$ cat config.mk
export PLATFORM = sky130hd
export DESIGN_NAME = flash_phrase_write_combiner
export DESIGN_NICKNAME = d
export VERILOG_FILES = /design/src/rtl/core/fpwc_pkg.sv /design/src/rtl/core/flash_phrase_write_combiner.sv /design/src/rtl/core/fpwc_in_stage.sv /design/src/rtl/core/fpwc_core.sv
export SDC_FILE = /design/constraint.sdc
export NUM_CORES = 1
export LEC_CHECK = 0
export BUFFER_PORTS_ARGS = -buffer_cell sky130_fd_sc_hd__buf_4
export CORE_ASPECT_RATIO = 0.9
export CORE_MARGIN = 2
export CORE_UTILIZATION = 56
export CTS_CLUSTER_SIZE = 30
export DETAILED_ROUTE_END_ITERATION = 16
export PLACE_DENSITY = 0.81
export SYNTH_ARGS = -nofsm -noshare
export SYNTH_HDL_FRONTEND = slang
export SYNTH_SLANG_ARGS = --single-unit
export TNS_END_PERCENT = 20
$ cat constraint.sdc
create_clock -name clk -period 11.9 [get_ports clk]
set_clock_uncertainty 0.05 [all_clocks]
set_input_delay 1.19 -clock clk [delete_from_list [all_inputs] [get_ports clk]]
set_output_delay 1.19 -clock clk [all_outputs]
set_load 0.02 [all_outputs]
$ cat src/rtl/core/fpwc_pkg.sv
`default_nettype none

package fpwc_pkg;

    localparam int FIELD_ADDR_BITS   = 24;
    localparam int INDEX_BITS        = 21;
    localparam int BYTE_BITS         = 8;
    localparam int PHRASE_BYTES      = 8;
    localparam int OFFSET_BITS       = $clog2(PHRASE_BYTES);
    localparam int PHRASE_BITS       = PHRASE_BYTES * BYTE_BITS;
    localparam int ADDR_BITS_DEFAULT = 24;

    localparam logic [BYTE_BITS-1:0]   BLANK_BYTE   = 8'hFF;
    localparam logic [PHRASE_BITS-1:0] BLANK_PHRASE = {PHRASE_BYTES{BLANK_BYTE}};
    localparam logic [OFFSET_BITS-1:0] LAST_OFFSET  = OFFSET_BITS'(PHRASE_BYTES - 1);

    localparam logic ACT_DATA  = 1'b0;
    localparam logic ACT_FLUSH = 1'b1;

    typedef struct packed {
        logic                       action;
        logic [FIELD_ADDR_BITS-1:0] byte_address;
        logic [BYTE_BITS-1:0]       data_byte;
    } fpwc_in_t;

    typedef struct packed {
        logic [INDEX_BITS-1:0]  phrase_index;
        logic [PHRASE_BITS-1:0] phrase_data;
        logic                   from_flush;
    } fpwc_out_t;

    typedef struct packed {
        logic     valid;
        fpwc_in_t beat;
    } fpwc_hold_t;

endpackage

`default_nettype wire

$ cat src/rtl/core/flash_phrase_write_combiner.sv
// Gathers single programming bytes into 8-byte flash phrases.
// The item channel (item_valid, item_stall, item) carries one beat per data byte
// or flush. A byte continuing the previous address goes into the open phrase;
// any other byte drops the open phrase and starts a new one at its address
// aligned down to 8, with lower bytes at 0xFF. The phrase channel (phrase_valid,
// phrase_stall, phrase) carries one beat per completed phrase: when its eighth
// byte arrives, or on a flush of an open phrase, padding the rest with 0xFF.
// A beat goes into an input register, is combined by the phrase logic, and any
// result lands in the output register, so a phrase beat passes both registers after
// its item is accepted. One item is taken every cycle unless an emitting item waits.
// While phrase_stall holds a waiting phrase, items that emit nothing still pass;
// an item that would emit waits, and item_stall rises once the input register
// is occupied by it.
// Reset empties both registers and closes any open phrase.
`default_nettype none

module flash_phrase_write_combiner #(
    parameter int ADDR_BITS = fpwc_pkg::ADDR_BITS_DEFAULT
) (
    input  wire logic               clk,
    input  wire logic               rst_n,
    input  wire logic               item_valid,
    output logic                    item_stall,
    input  wire fpwc_pkg::fpwc_in_t item,
    output logic                    phrase_valid,
    input  wire logic               phrase_stall,
    output fpwc_pkg::fpwc_out_t     phrase
);
    import fpwc_pkg::*;

    fpwc_hold_t hold;
    logic       take;

    fpwc_in_stage u_in_stage (
        .clk        (clk),
        .rst_n      (rst_n),
        .item_valid (item_valid),
        .item_stall (item_stall),
        .item       (item),
        .take       (take),
        .hold       (hold)
    );

    fpwc_core #(
        .ADDR_BITS (ADDR_BITS)
    ) u_core (
        .clk          (clk),
        .rst_n        (rst_n),
        .hold         (hold),
        .take         (take),
        .phrase_valid (phrase_valid),
        .phrase_stall (phrase_stall),
        .phrase       (phrase)
    );

endmodule

`default_nettype wire

$ cat src/rtl/core/fpwc_in_stage.sv
`default_nettype none

module fpwc_in_stage (
    input  wire logic              clk,
    input  wire logic              rst_n,
    input  wire logic              item_valid,
    output logic                   item_stall,
    input  wire fpwc_pkg::fpwc_in_t item,
    input  wire logic              take,
    output fpwc_pkg::fpwc_hold_t   hold
);
    import fpwc_pkg::*;

    logic     valid_reg;
    logic     valid_next;
    fpwc_in_t beat_reg;

    assign item_stall = valid_reg & ~take;

    always_comb
    begin
        valid_next = valid_reg;
        if (!valid_reg || take)
        begin
            valid_next = item_valid;
        end
    end

    always_ff @(posedge clk or negedge rst_n)
    begin
        if (!rst_n)
        begin
            valid_reg <= 1'b0;
        end
        else
        begin
            valid_reg <= valid_next;
        end
    end

    always_ff @(posedge clk)
    begin
        if (item_valid && !item_stall)
        begin
            beat_reg <= item;
        end
    end

    assign hold.valid = valid_reg;
    assign hold.beat  = beat_reg;

endmodule

`default_nettype wire

$ cat src/rtl/core/fpwc_core.sv
`default_nettype none

module fpwc_core #(
    parameter int ADDR_BITS = fpwc_pkg::ADDR_BITS_DEFAULT
) (
    input  wire logic                 clk,
    input  wire logic                 rst_n,
    input  wire fpwc_pkg::fpwc_hold_t hold,
    output logic                      take,
    output logic                      phrase_valid,
    input  wire logic                 phrase_stall,
    output fpwc_pkg::fpwc_out_t       phrase
);
    import fpwc_pkg::*;

    localparam int AW = (ADDR_BITS < FIELD_ADDR_BITS) ? ADDR_BITS : FIELD_ADDR_BITS;
    localparam int IW = AW - OFFSET_BITS;

    logic                   open_reg;
    logic                   open_next;
    logic [PHRASE_BITS-1:0] buf_reg;
    logic [PHRASE_BITS-1:0] buf_next;
    logic [IW-1:0]          idx_reg;
    logic [IW-1:0]          idx_next;
    logic [AW-1:0]          expect_reg;
    logic [AW-1:0]          expect_next;
    logic                   res_valid_reg;
    logic                   res_valid_next;
    fpwc_out_t              res_reg;
    fpwc_out_t              res_next;

    logic                   is_flush;
    logic [AW-1:0]          addr;
    logic [OFFSET_BITS-1:0] offset;
    logic                   contiguous;
    logic [PHRASE_BITS-1:0] base;
    logic [PHRASE_BITS-1:0] inserted;
    logic [IW-1:0]          byte_idx;
    logic                   emit;
    logic                   res_free;

    assign is_flush   = (hold.beat.action == ACT_FLUSH);
    assign addr       = hold.beat.byte_address[AW-1:0];
    assign offset     = addr[OFFSET_BITS-1:0];
    assign contiguous = open_reg && (addr == expect_reg);
    assign base       = contiguous ? buf_reg : BLANK_PHRASE;
    assign byte_idx   = contiguous ? idx_reg : addr[AW-1:OFFSET_BITS];
    assign emit       = is_flush ? open_reg : (offset == LAST_OFFSET);
    assign res_free   = ~res_valid_reg | ~phrase_stall;
    assign take       = hold.valid & (~emit | res_free);

    always_comb
    begin
        inserted = base;
        for (int i = 0; i < PHRASE_BYTES; i++)
        begin
            if (offset == OFFSET_BITS'(i))
            begin
                inserted[i*BYTE_BITS +: BYTE_BITS] = hold.beat.data_byte;
            end
        end
    end

    always_comb
    begin
        open_next      = open_reg;
        buf_next       = buf_reg;
        idx_next       = idx_reg;
        expect_next    = expect_reg;
        res_next       = res_reg;
        res_valid_next = res_valid_reg & phrase_stall;
        if (take)
        begin
            if (is_flush)
            begin
                if (open_reg)
                begin
                    res_next.phrase_index = INDEX_BITS'(idx_reg);
                    res_next.phrase_data  = buf_reg;
                    res_next.from_flush   = 1'b1;
                    res_valid_next        = 1'b1;
                    open_next             = 1'b0;
                end
            end
            else
            begin
                expect_next = addr + AW'(1);
                idx_next    = byte_idx;
                if (emit)
                begin
                    res_next.phrase_index = INDEX_BITS'(byte_idx);
                    res_next.phrase_data  = inserted;
                    res_next.from_flush   = 1'b0;
                    res_valid_next        = 1'b1;
                    open_next             = 1'b0;
                end
                else
                begin
                    buf_next  = inserted;
                    open_next = 1'b1;
                end
            end
        end
    end

    always_ff @(posedge clk or negedge rst_n)
    begin
        if (!rst_n)
        begin
            open_reg      <= 1'b0;
            res_valid_reg <= 1'b0;
        end
        else
        begin
            open_reg      <= open_next;
            res_valid_reg <= res_valid_next;
        end
    end

    always_ff @(posedge clk)
    begin
        buf_reg    <= buf_next;
        idx_reg    <= idx_next;
        expect_reg <= expect_next;
        res_reg    <= res_next;
    end

    assign phrase_valid = res_valid_reg;
    assign phrase       = res_reg;

endmodule

`default_nettype wire

==> results summary, run 1 <==
The worst setup path is launched from a flop. The path class of the lowest-slack min-delay path is input pin to asynchronous set/reset pin. Entering global routing, the biggest net connects 113 pins. The remaining number of nets flagged by the antenna check after routing is 0. The vias per cell is 5.69. The growth of design area from synthesis to finish is 17.5%. The synthesized netlist net count came out at 880. The share of the clock period used by the worst path after layout is 34.4%. By instance count, the leading cell after synthesis is sky130_fd_sc_hd__edfxtp_1. STA classifies the critical path endpoint as an output port. The residual DRC count came out at 0. The total setup buffers inserted after CTS is 0. After synthesis, the most frequently instantiated cells are 228 x sky130_fd_sc_hd__edfxtp_1, 193 x sky130_fd_sc_hd__a21oi_1, 181 x sky130_fd_sc_hd__nor2_1, 41 x sky130_fd_sc_hd__xnor2_1, 22 x sky130_fd_sc_hd__mux2_1.

The via count of the first global-routing pass was 6484. The average wire length per cell after detail routing came out at 18.1 µm. The total net switching power came out at 425 µW. Summed over its instances, the top area cell type makes up 65.7% of the synthesized netlist area. The setup path with the least slack is of type flop to output port. Setup repair after global routing left no endpoint under its margin. Clock-pin slew was measured on the worst setup and hold paths at 0.06 ns. The proportion of power drawn by the clock network came out at 41.0%.

125 I/O pins were placed. For this configuration, the core starts out at a cell density of 56.8%. The critical path goes through ha_1, ha_1, mux2_2, nand2_1, nor2_1, buf_4. The clock tree from TritonCTS is built.

The die boundary height is 133 µm. The number of hold buffers added after CTS is 0. The number of enable flip-flop cells after synthesis came out at 228. The routed design could run at a clock period as short as 4.10 ns. The fraction of power spent switching nets came out at 22.1%. The final number of max-transition violations is 0. After the first detailed-routing iteration, the DRC count stood at 680. The total vias in the final route is 6853.

The weighted congestion at the end of routability-driven global placement is 0.818. The register bit count reported by yosys came out at 231. Wires add up to 21700 µm. After synthesis, the cell types taking the most area are sky130_fd_sc_hd__edfxtp_1 66%, sky130_fd_sc_hd__a21oi_1 9.3%, sky130_fd_sc_hd__nor2_1 6.5%. For this run, the leading register cell type out of synthesis is sky130_fd_sc_hd__edfxtp_1. The depth of the CTS H-tree came out at 1. The post-synthesis cell count is 837. For this design, the slowest cell found on the critical path is sky130_fd_sc_hd__ha_1. The total track usage came out at 21.6%. The aggregate global routing overflow is 0.

The clock latency at the later pin of the worst-skew pair came out at 0.51 ns. The highest clock frequency the design can meet is 244 MHz. The total negative slack for setup checks is 0 ns. The placeable core region came out at 18300 µm². The root buffer selected by CTS is sky130_fd_sc_hd__clkbuf_16. The sequential cell area fraction in the yosys report is 66.4%.

Summed over all instances, the cell type with the most area after synthesis is sky130_fd_sc_hd__edfxtp_1. The total half-perimeter wirelength after legalization and detailed placement came out at 13600 µm. Counting tap cells, the placed design contains a total of 1160 instances. The maximum vdd ir drop came out at 0.000133 V.

Sequential cells burn 50.8% of the power. The average size of a mapped cell is 12.5 µm². The maximum clock insertion buffer count is 3. The number of hold-slack violations in the final timing report is 0.

The initialized floorplan defines 47 standard-cell rows. Of all nets on the critical path, the largest fanout is 19. For this design the static power due to leakage is 0.00437 µW. The final net count came out at 984. TritonCTS created 24 clock buffers. In this design, the stage delay of the slowest critical-path cell is 0.66 ns. The count of distinct cell types in the synthesized netlist came out at 32.

The count of placed standard cells in the final layout, fillers left out is 1204. The yosys synthesis warning count is 0. The internal portion of total power is 1500 µW.

The first global-routing pass estimated 33800 µm of wire. The first detailed-routing pass ran for 5 iterations. The number of instances resized during post-cts repair is 0. The number of max-capacitance violations reported came out at 0. The most numerous cell type found on the critical path is sky130_fd_sc_hd__ha_1.

The power share of the combinational group is 8.3%. The ratio of cells with drive above 1 in the final layout is 20.6%. The number of antenna violations at the first check in global routing was 0. The floorplan die area came out at 19700 µm².

The die width came out at 148 µm. STA puts the critical path data arrival time at 2.86 ns. The worst relative slew slack is 29.7%.

The fraction of registers with async set/reset is 1.30%. The flip-flop count of the largest register after layout is 86. The flow ran to the end, and the final reports show no timing, DRC or antenna violations.

During placement, the flow inserted port buffers numbering 124. For the worst setup path, the data required time is 10.66 ns. The power per unit of standard cell area is 157 nW/µm². The number of failing setup endpoints in the final timing report came out at 0. The TritonCTS sink count is 231. The transition time at the pin with the least slew margin is 1.05 ns. The combined area of all synthesized cells is 10400 µm². 0 antenna diodes ended up in the layout.
## worst max-delay path: cells and delay by family, from the launching register on
family        cells  cell delay, ns
simple gates      2            0.44
buf+inv           1            0.22
fa+ha+maj         2            0.95
flops             1            0.45
mux               1            0.28
## worst paths after layout
check	start	to	slack, ns	depth (start not counted)
max	u_in_stage.hold[9]	item_stall	7.80	6
min	rst_n	u_in_stage.valid_reg	0.41	1
max reg2reg	u_in_stage.hold[9]	u_core.phrase[4]	8.11	6
min reg2reg	u_core.open_reg	u_core.open_reg	0.52	1
max in group asynchronous	rst_n	u_core.phrase_valid	11.29	1
min in group clk	u_core.open_reg	u_core.open_reg	0.52	1
## area by class of cell
class	instances	area (µm²)
fillers	1304	6100
clock inverters	16	200
flip-flops and latches	231	6920
repair buffers	131	983
multi-input cells	549	3180
well taps	245	307
clock buffers	28	637
inverters	4	15.0
## routing by layer
metal	GRT usage (%)	vias up	part of all wire, %
met2	34.0	305	48
met5	0	-	0
met1	31.0	3252	42
li1	-	3239	-
met4	7.04	0	3.0
met3	3.94	57	7.5
## power by group through the flow
stage / Clock, µW / Sequential, µW / Combinational (µW)
after detailed placement: 0 / 994 / 159
after CTS: 797 / 977 / 160
final: 788 / 978 / 159
after global placement: 0 / 992 / 154
after floorplan: 0 / 1000 / 90.2
after global routing: 827 / 982 / 174
## per-stage QoR
step                setup WS (ns)  area [µm²]  utilization [%]  hold slack, ns  power (µW)
floorplan                    5.90       10400                -           0.438        1090
global placement             8.22       11400             62.2           0.496        1150
detailed placement           8.13       11400             62.2           0.507        1150
CTS                          7.81       12200             66.7           0.398        1930
global route                 7.65       12200             66.7           0.404        1980
finish                       7.80       12200             66.7           0.411        1930
## layout by cell type, fill, tap and decap left out
cell type and instances:
sky130_fd_sc_hd__and2_1 3, sky130_fd_sc_hd__nor2b_2 1, sky130_fd_sc_hd__mux2_2 1, sky130_fd_sc_hd__nor4_2 1, sky130_fd_sc_hd__a31oi_4 1, sky130_fd_sc_hd__nor2b_1 19
sky130_fd_sc_hd__xor2_1 3, sky130_fd_sc_hd__edfxtp_1 228, sky130_fd_sc_hd__clkbuf_1 3, sky130_fd_sc_hd__or2_2 1, sky130_fd_sc_hd__ha_1 6, sky130_fd_sc_hd__clkinv_1 4
sky130_fd_sc_hd__bufinv_16 5, sky130_fd_sc_hd__dfrtp_1 3, sky130_fd_sc_hd__xnor2_1 41, sky130_fd_sc_hd__nor2_4 1, sky130_fd_sc_hd__inv_1 4, sky130_fd_sc_hd__clkinv_2 7
sky130_fd_sc_hd__nor3_1 1, sky130_fd_sc_hd__and2_4 1, sky130_fd_sc_hd__nor4_1 1, sky130_fd_sc_hd__mux2_4 20, sky130_fd_sc_hd__xnor2_2 1, sky130_fd_sc_hd__mux2_1 22
sky130_fd_sc_hd__a21o_1 1, sky130_fd_sc_hd__and3_1 5, sky130_fd_sc_hd__a21oi_2 1, sky130_fd_sc_hd__nor2_1 180, sky130_fd_sc_hd__buf_4 131, sky130_fd_sc_hd__nand2b_1 4
sky130_fd_sc_hd__clkbuf_16 25, sky130_fd_sc_hd__a21oi_4 1, sky130_fd_sc_hd__and4_1 2, sky130_fd_sc_hd__a21oi_1 192, sky130_fd_sc_hd__nand4_1 11, sky130_fd_sc_hd__nand3_1 10
sky130_fd_sc_hd__nand2_1 18
## kinds of logic (layout without fill, tap and decap cells)
group	after synthesis	in the layout	share of synthesized area, %
xor+xnor	45	45	3.85
buf+inv	57	179	3.44
mux	43	43	5.36
simple gates	259	259	10.7
flops	231	231	66.4
fa+ha+maj	6	6	0.720
compound gates	196	196	9.48
No activity file was read; power rests on OpenSTA's default activity.
==> run 2, diff against run 1 <==
Settings changed: CORE_UTILIZATION 56 to 53.
Clock period 11.9 ns to 3.3 ns, I/O delays scaled along.
==> results summary, run 2 (synthesis results as in run 1) <==
The critical setup path kind is flop to flop (was flop to output port). The placeable core region is 19200 µm² (was 18300 µm²). The remaining number of nets flagged by the antenna check after routing was 0 (unchanged). The clock latency at the later pin of the worst-skew pair came out at 0.51 ns (about the same).

The number of failing setup endpoints in the final timing report is 0 (unchanged). The via count of the first global-routing pass came out at 6506 (was 6484). The kind of cell adding the most delay to the critical path is simple AND/OR/NAND/NOR gates (was adder cells).

The data arrival time at the worst-slack endpoint came out at 2.81 ns (was 2.86 ns). The total half-perimeter wirelength after legalization and detailed placement came out at 14500 µm (was 13600 µm). The met2 routed wirelength came out at 11100 µm (was 10300 µm).

The number of hold-slack violations in the final timing report came out at 0 (unchanged). The worst relative slew slack came out at 36.5% (was 29.7%). The root buffer selected by CTS is sky130_fd_sc_hd__clkbuf_16 (unchanged). The uppermost metal layer occupied by signal nets is met4 (unchanged).

The most common cell after layout, fill and taps aside is sky130_fd_sc_hd__edfxtp_1 (unchanged). The total track usage is 21.1% (was 21.6%). The weighted congestion at the end of routability-driven global placement was 0.783 (was 0.818). The floorplan die area came out at 20800 µm² (was 19700 µm²). The routed metal-1 wirelength was 9740 µm (was 9110 µm).

The critical path depth is 7 (was 6). The number of placed I/O pins is 125 (unchanged). The depth of the CTS H-tree was 1 (unchanged).

The growth of design area from synthesis to finish is 20.7% (was 17.5%). The transition time at the pin with the least slew margin is 0.952 ns (was 1.05 ns). The path class of the lowest-slack min-delay path is input pin to flop (was input pin to asynchronous set/reset pin). The average wire length per cell after detail routing was 18.4 µm (was 18.1 µm). Counting I/O delays and the setup requirement, the final critical path takes 2.62 ns. The starting density of the core came to 54.2% (was 56.8%). The final total power came out at 6660 µW (was 1930 µW). The maximum clock insertion buffer count is 3 (unchanged). The die boundary height is 137 µm (was 133 µm).

The pin count of the biggest net entering global routing is 98 (was 113). The element type at the critical path start is a flop (unchanged). The slowest cell on the critical path was sky130_fd_sc_hd__edfxtp_1 (was sky130_fd_sc_hd__ha_1). The number of filler cells placed in the layout is 1414 (was 1304).

The total negative slack for setup checks is 0 ns (unchanged). Critical path cell sequence: xnor2_1, nand4_1, nor3_1, and2_4, buf_12, buf_4, a21oi_1 (was ha_1, ha_1, mux2_2, nand2_1, nor2_1, buf_4). The final number of max-transition violations is 0 (unchanged). The aggregate global routing overflow is 0 (unchanged). The residual DRC count came to 0 (unchanged). The critical path required time is 3.49 ns (was 10.66 ns). The total clock buffers created by CTS is 25 (was 24). The launch point of the worst path is u_in_stage.hold[10] (was u_in_stage.hold[9]). The number of antenna violations at the first check in global routing is 0 (unchanged). The clock tree from TritonCTS is built (unchanged). The share of the clock period used by the worst path after layout came out at 79.5%.

The final net count came to 1027 (was 984). The number of max-capacitance violations reported came out at 0 (unchanged). The end point of the critical path is u_core.buf_reg[9] (was item_stall). The worst-case register-to-register setup slack is 0.68 ns (was 8.11 ns). Unrepaired setup endpoints after global routing: no (unchanged). The cell row count is 48 (was 47). The maximum vdd ir drop is 0.000325 V (was 0.000133 V). The critical path endpoint category is a flop (was output port). The total wire length came out at 23000 µm (was 21700 µm). The count of placed standard cells in the final layout, fillers left out is 1247 (was 1204). The startpoint of the lowest-slack register-to-register path is u_in_stage.hold[10] (was u_in_stage.hold[9]). The TritonCTS sink count came to 231 (unchanged). The peak fanout along the critical path came out at 62 (was 19).

The sum of met3 wire segment lengths after detailed routing came to 1540 µm (was 1630 µm). The global-route wire length before repair came out at 34700 µm (was 33800 µm). The post-CTS clock slew at the launch and capture registers of the worst setup and hold paths came out at 0.06 ns (about the same).

The total setup buffers inserted after CTS is 0 (unchanged). Run status: complete, no violations (unchanged). The leakage dissipation is 0.00450 µW (was 0.00437 µW). The ratio of cells with drive above 1 in the final layout is 20.1% (was 20.6%).

The total vias in the final route is 7071 (was 6853). The flip-flop count of the largest register after layout came out at 86 (unchanged). The die width is 152 µm (was 148 µm). The vias per cell was 5.67 (was 5.69). The number of inserted diodes came out at 0 (unchanged). Commonest cells after routing, fill and taps aside: 228 x sky130_fd_sc_hd__edfxtp_1, 192 x sky130_fd_sc_hd__a21oi_1, 180 x sky130_fd_sc_hd__nor2_1, 134 x sky130_fd_sc_hd__buf_4, 41 x sky130_fd_sc_hd__xnor2_1 (was 228 x sky130_fd_sc_hd__edfxtp_1, 192 x sky130_fd_sc_hd__a21oi_1, 180 x sky130_fd_sc_hd__nor2_1, 131 x sky130_fd_sc_hd__buf_4, 41 x sky130_fd_sc_hd__xnor2_1).

The number of placed instances with taps included came out at 1172 (was 1160). The endpoint of the worst register-to-register path is u_core.buf_reg[9] (was u_core.phrase[4]). The starting DRC count in detailed routing came to 817 (was 680).

The largest stage delay on the critical path is 0.61 ns (was 0.66 ns). The quantity of I/O buffers inserted on ports came out at 124 (unchanged). The length in cells of the worst reg-to-reg path is 7 (was 6). The number of buffers and inverters on the critical path is 2 (was 1).

The first-pass iteration count of the detailed router is 7 (was 5). Timing would allow up to 381 MHz. The power per unit of standard cell area was 529 nW/µm² (was 157 nW/µm²).
-- run 2: worst reg2reg max path, cell delays in order, from the launching register on --
cell	delay, ns
sky130_fd_sc_hd__edfxtp_1	0.61
sky130_fd_sc_hd__xnor2_1	0.31
sky130_fd_sc_hd__nand4_1	0.14
sky130_fd_sc_hd__nor3_1	0.26
sky130_fd_sc_hd__and2_4	0.26
sky130_fd_sc_hd__buf_12	0.26
sky130_fd_sc_hd__buf_4	0.35
sky130_fd_sc_hd__a21oi_1	0.11
-- run 2: worst min-delay path by stage --
stage            startpoint                    to  slack (ns)  depth (start not counted)
6_report       phrase_stall   u_core.phrase_valid        0.07                          3
5_1_grt        phrase_stall   u_core.phrase_valid        0.11                          3
3_5_place_dp          rst_n  u_in_stage.valid_reg        0.08                          1
3_3_place_gp          rst_n  u_in_stage.valid_reg        0.09                          1
2_1_floorplan         rst_n       u_core.open_reg       -0.02                          0
4_1_cts        phrase_stall   u_core.phrase_valid        0.05                          3
-- run 2: layer usage --
metal	vias to the layer above	track usage, %
met5	-	0
met4	0	6.91
met3	45	3.45
met2	280	34.6
met1	3431	29.2
li1	3315	-
-- run 2: per-stage QoR --
| step | setup WS [ns] | hold WS [ns] | util (%) | cell area (µm²) |
|---|---|---|---|---|
| global placement | 0.879 | 0.0851 | 59.9 | 11500 |
| global route | 0.565 | 0.106 | 65.5 | 12600 |
| finish | 0.678 | 0.0744 | 65.5 | 12600 |
| floorplan | -0.739 | -0.0156 | - | 10400 |
| CTS | 0.727 | 0.0533 | 65.5 | 12600 |
| detailed placement | 0.739 | 0.0835 | 59.9 | 11500 |
-- run 2: area by class of cell --
cell class / count / area, µm² / area share, %
multi-input combinational: 549 / 3180 / 25.3
clock buffer: 30 / 644 / 5.12
tap: 250 / 313 / 2.49
inverter: 4 / 15.0 / 0.119
clock inverter: 10 / 71.3 / 0.567
sequential: 231 / 6920 / 55.0
timing repair buffer: 173 / 1440 / 11.4
-- run 2: report_power, final --
| group | total (µW) | leakage, µW | switching (µW) | internal [µW] |
|---|---|---|---|---|
| clock network | 2510 | 0.000356 | 1060 | 1450 |
| registers | 3520 | 0.00214 | 115 | 3410 |
| logic | 626 | 0.00201 | 359 | 267 |
| total | 6660 | 0.00450 | 1530 | 5130 |
-- run 2: timing repair --
item                      in CTS  in global routing
hold endpoints to repair      37                  0
hold buffers                  35                  0
resized for setup              0                  0
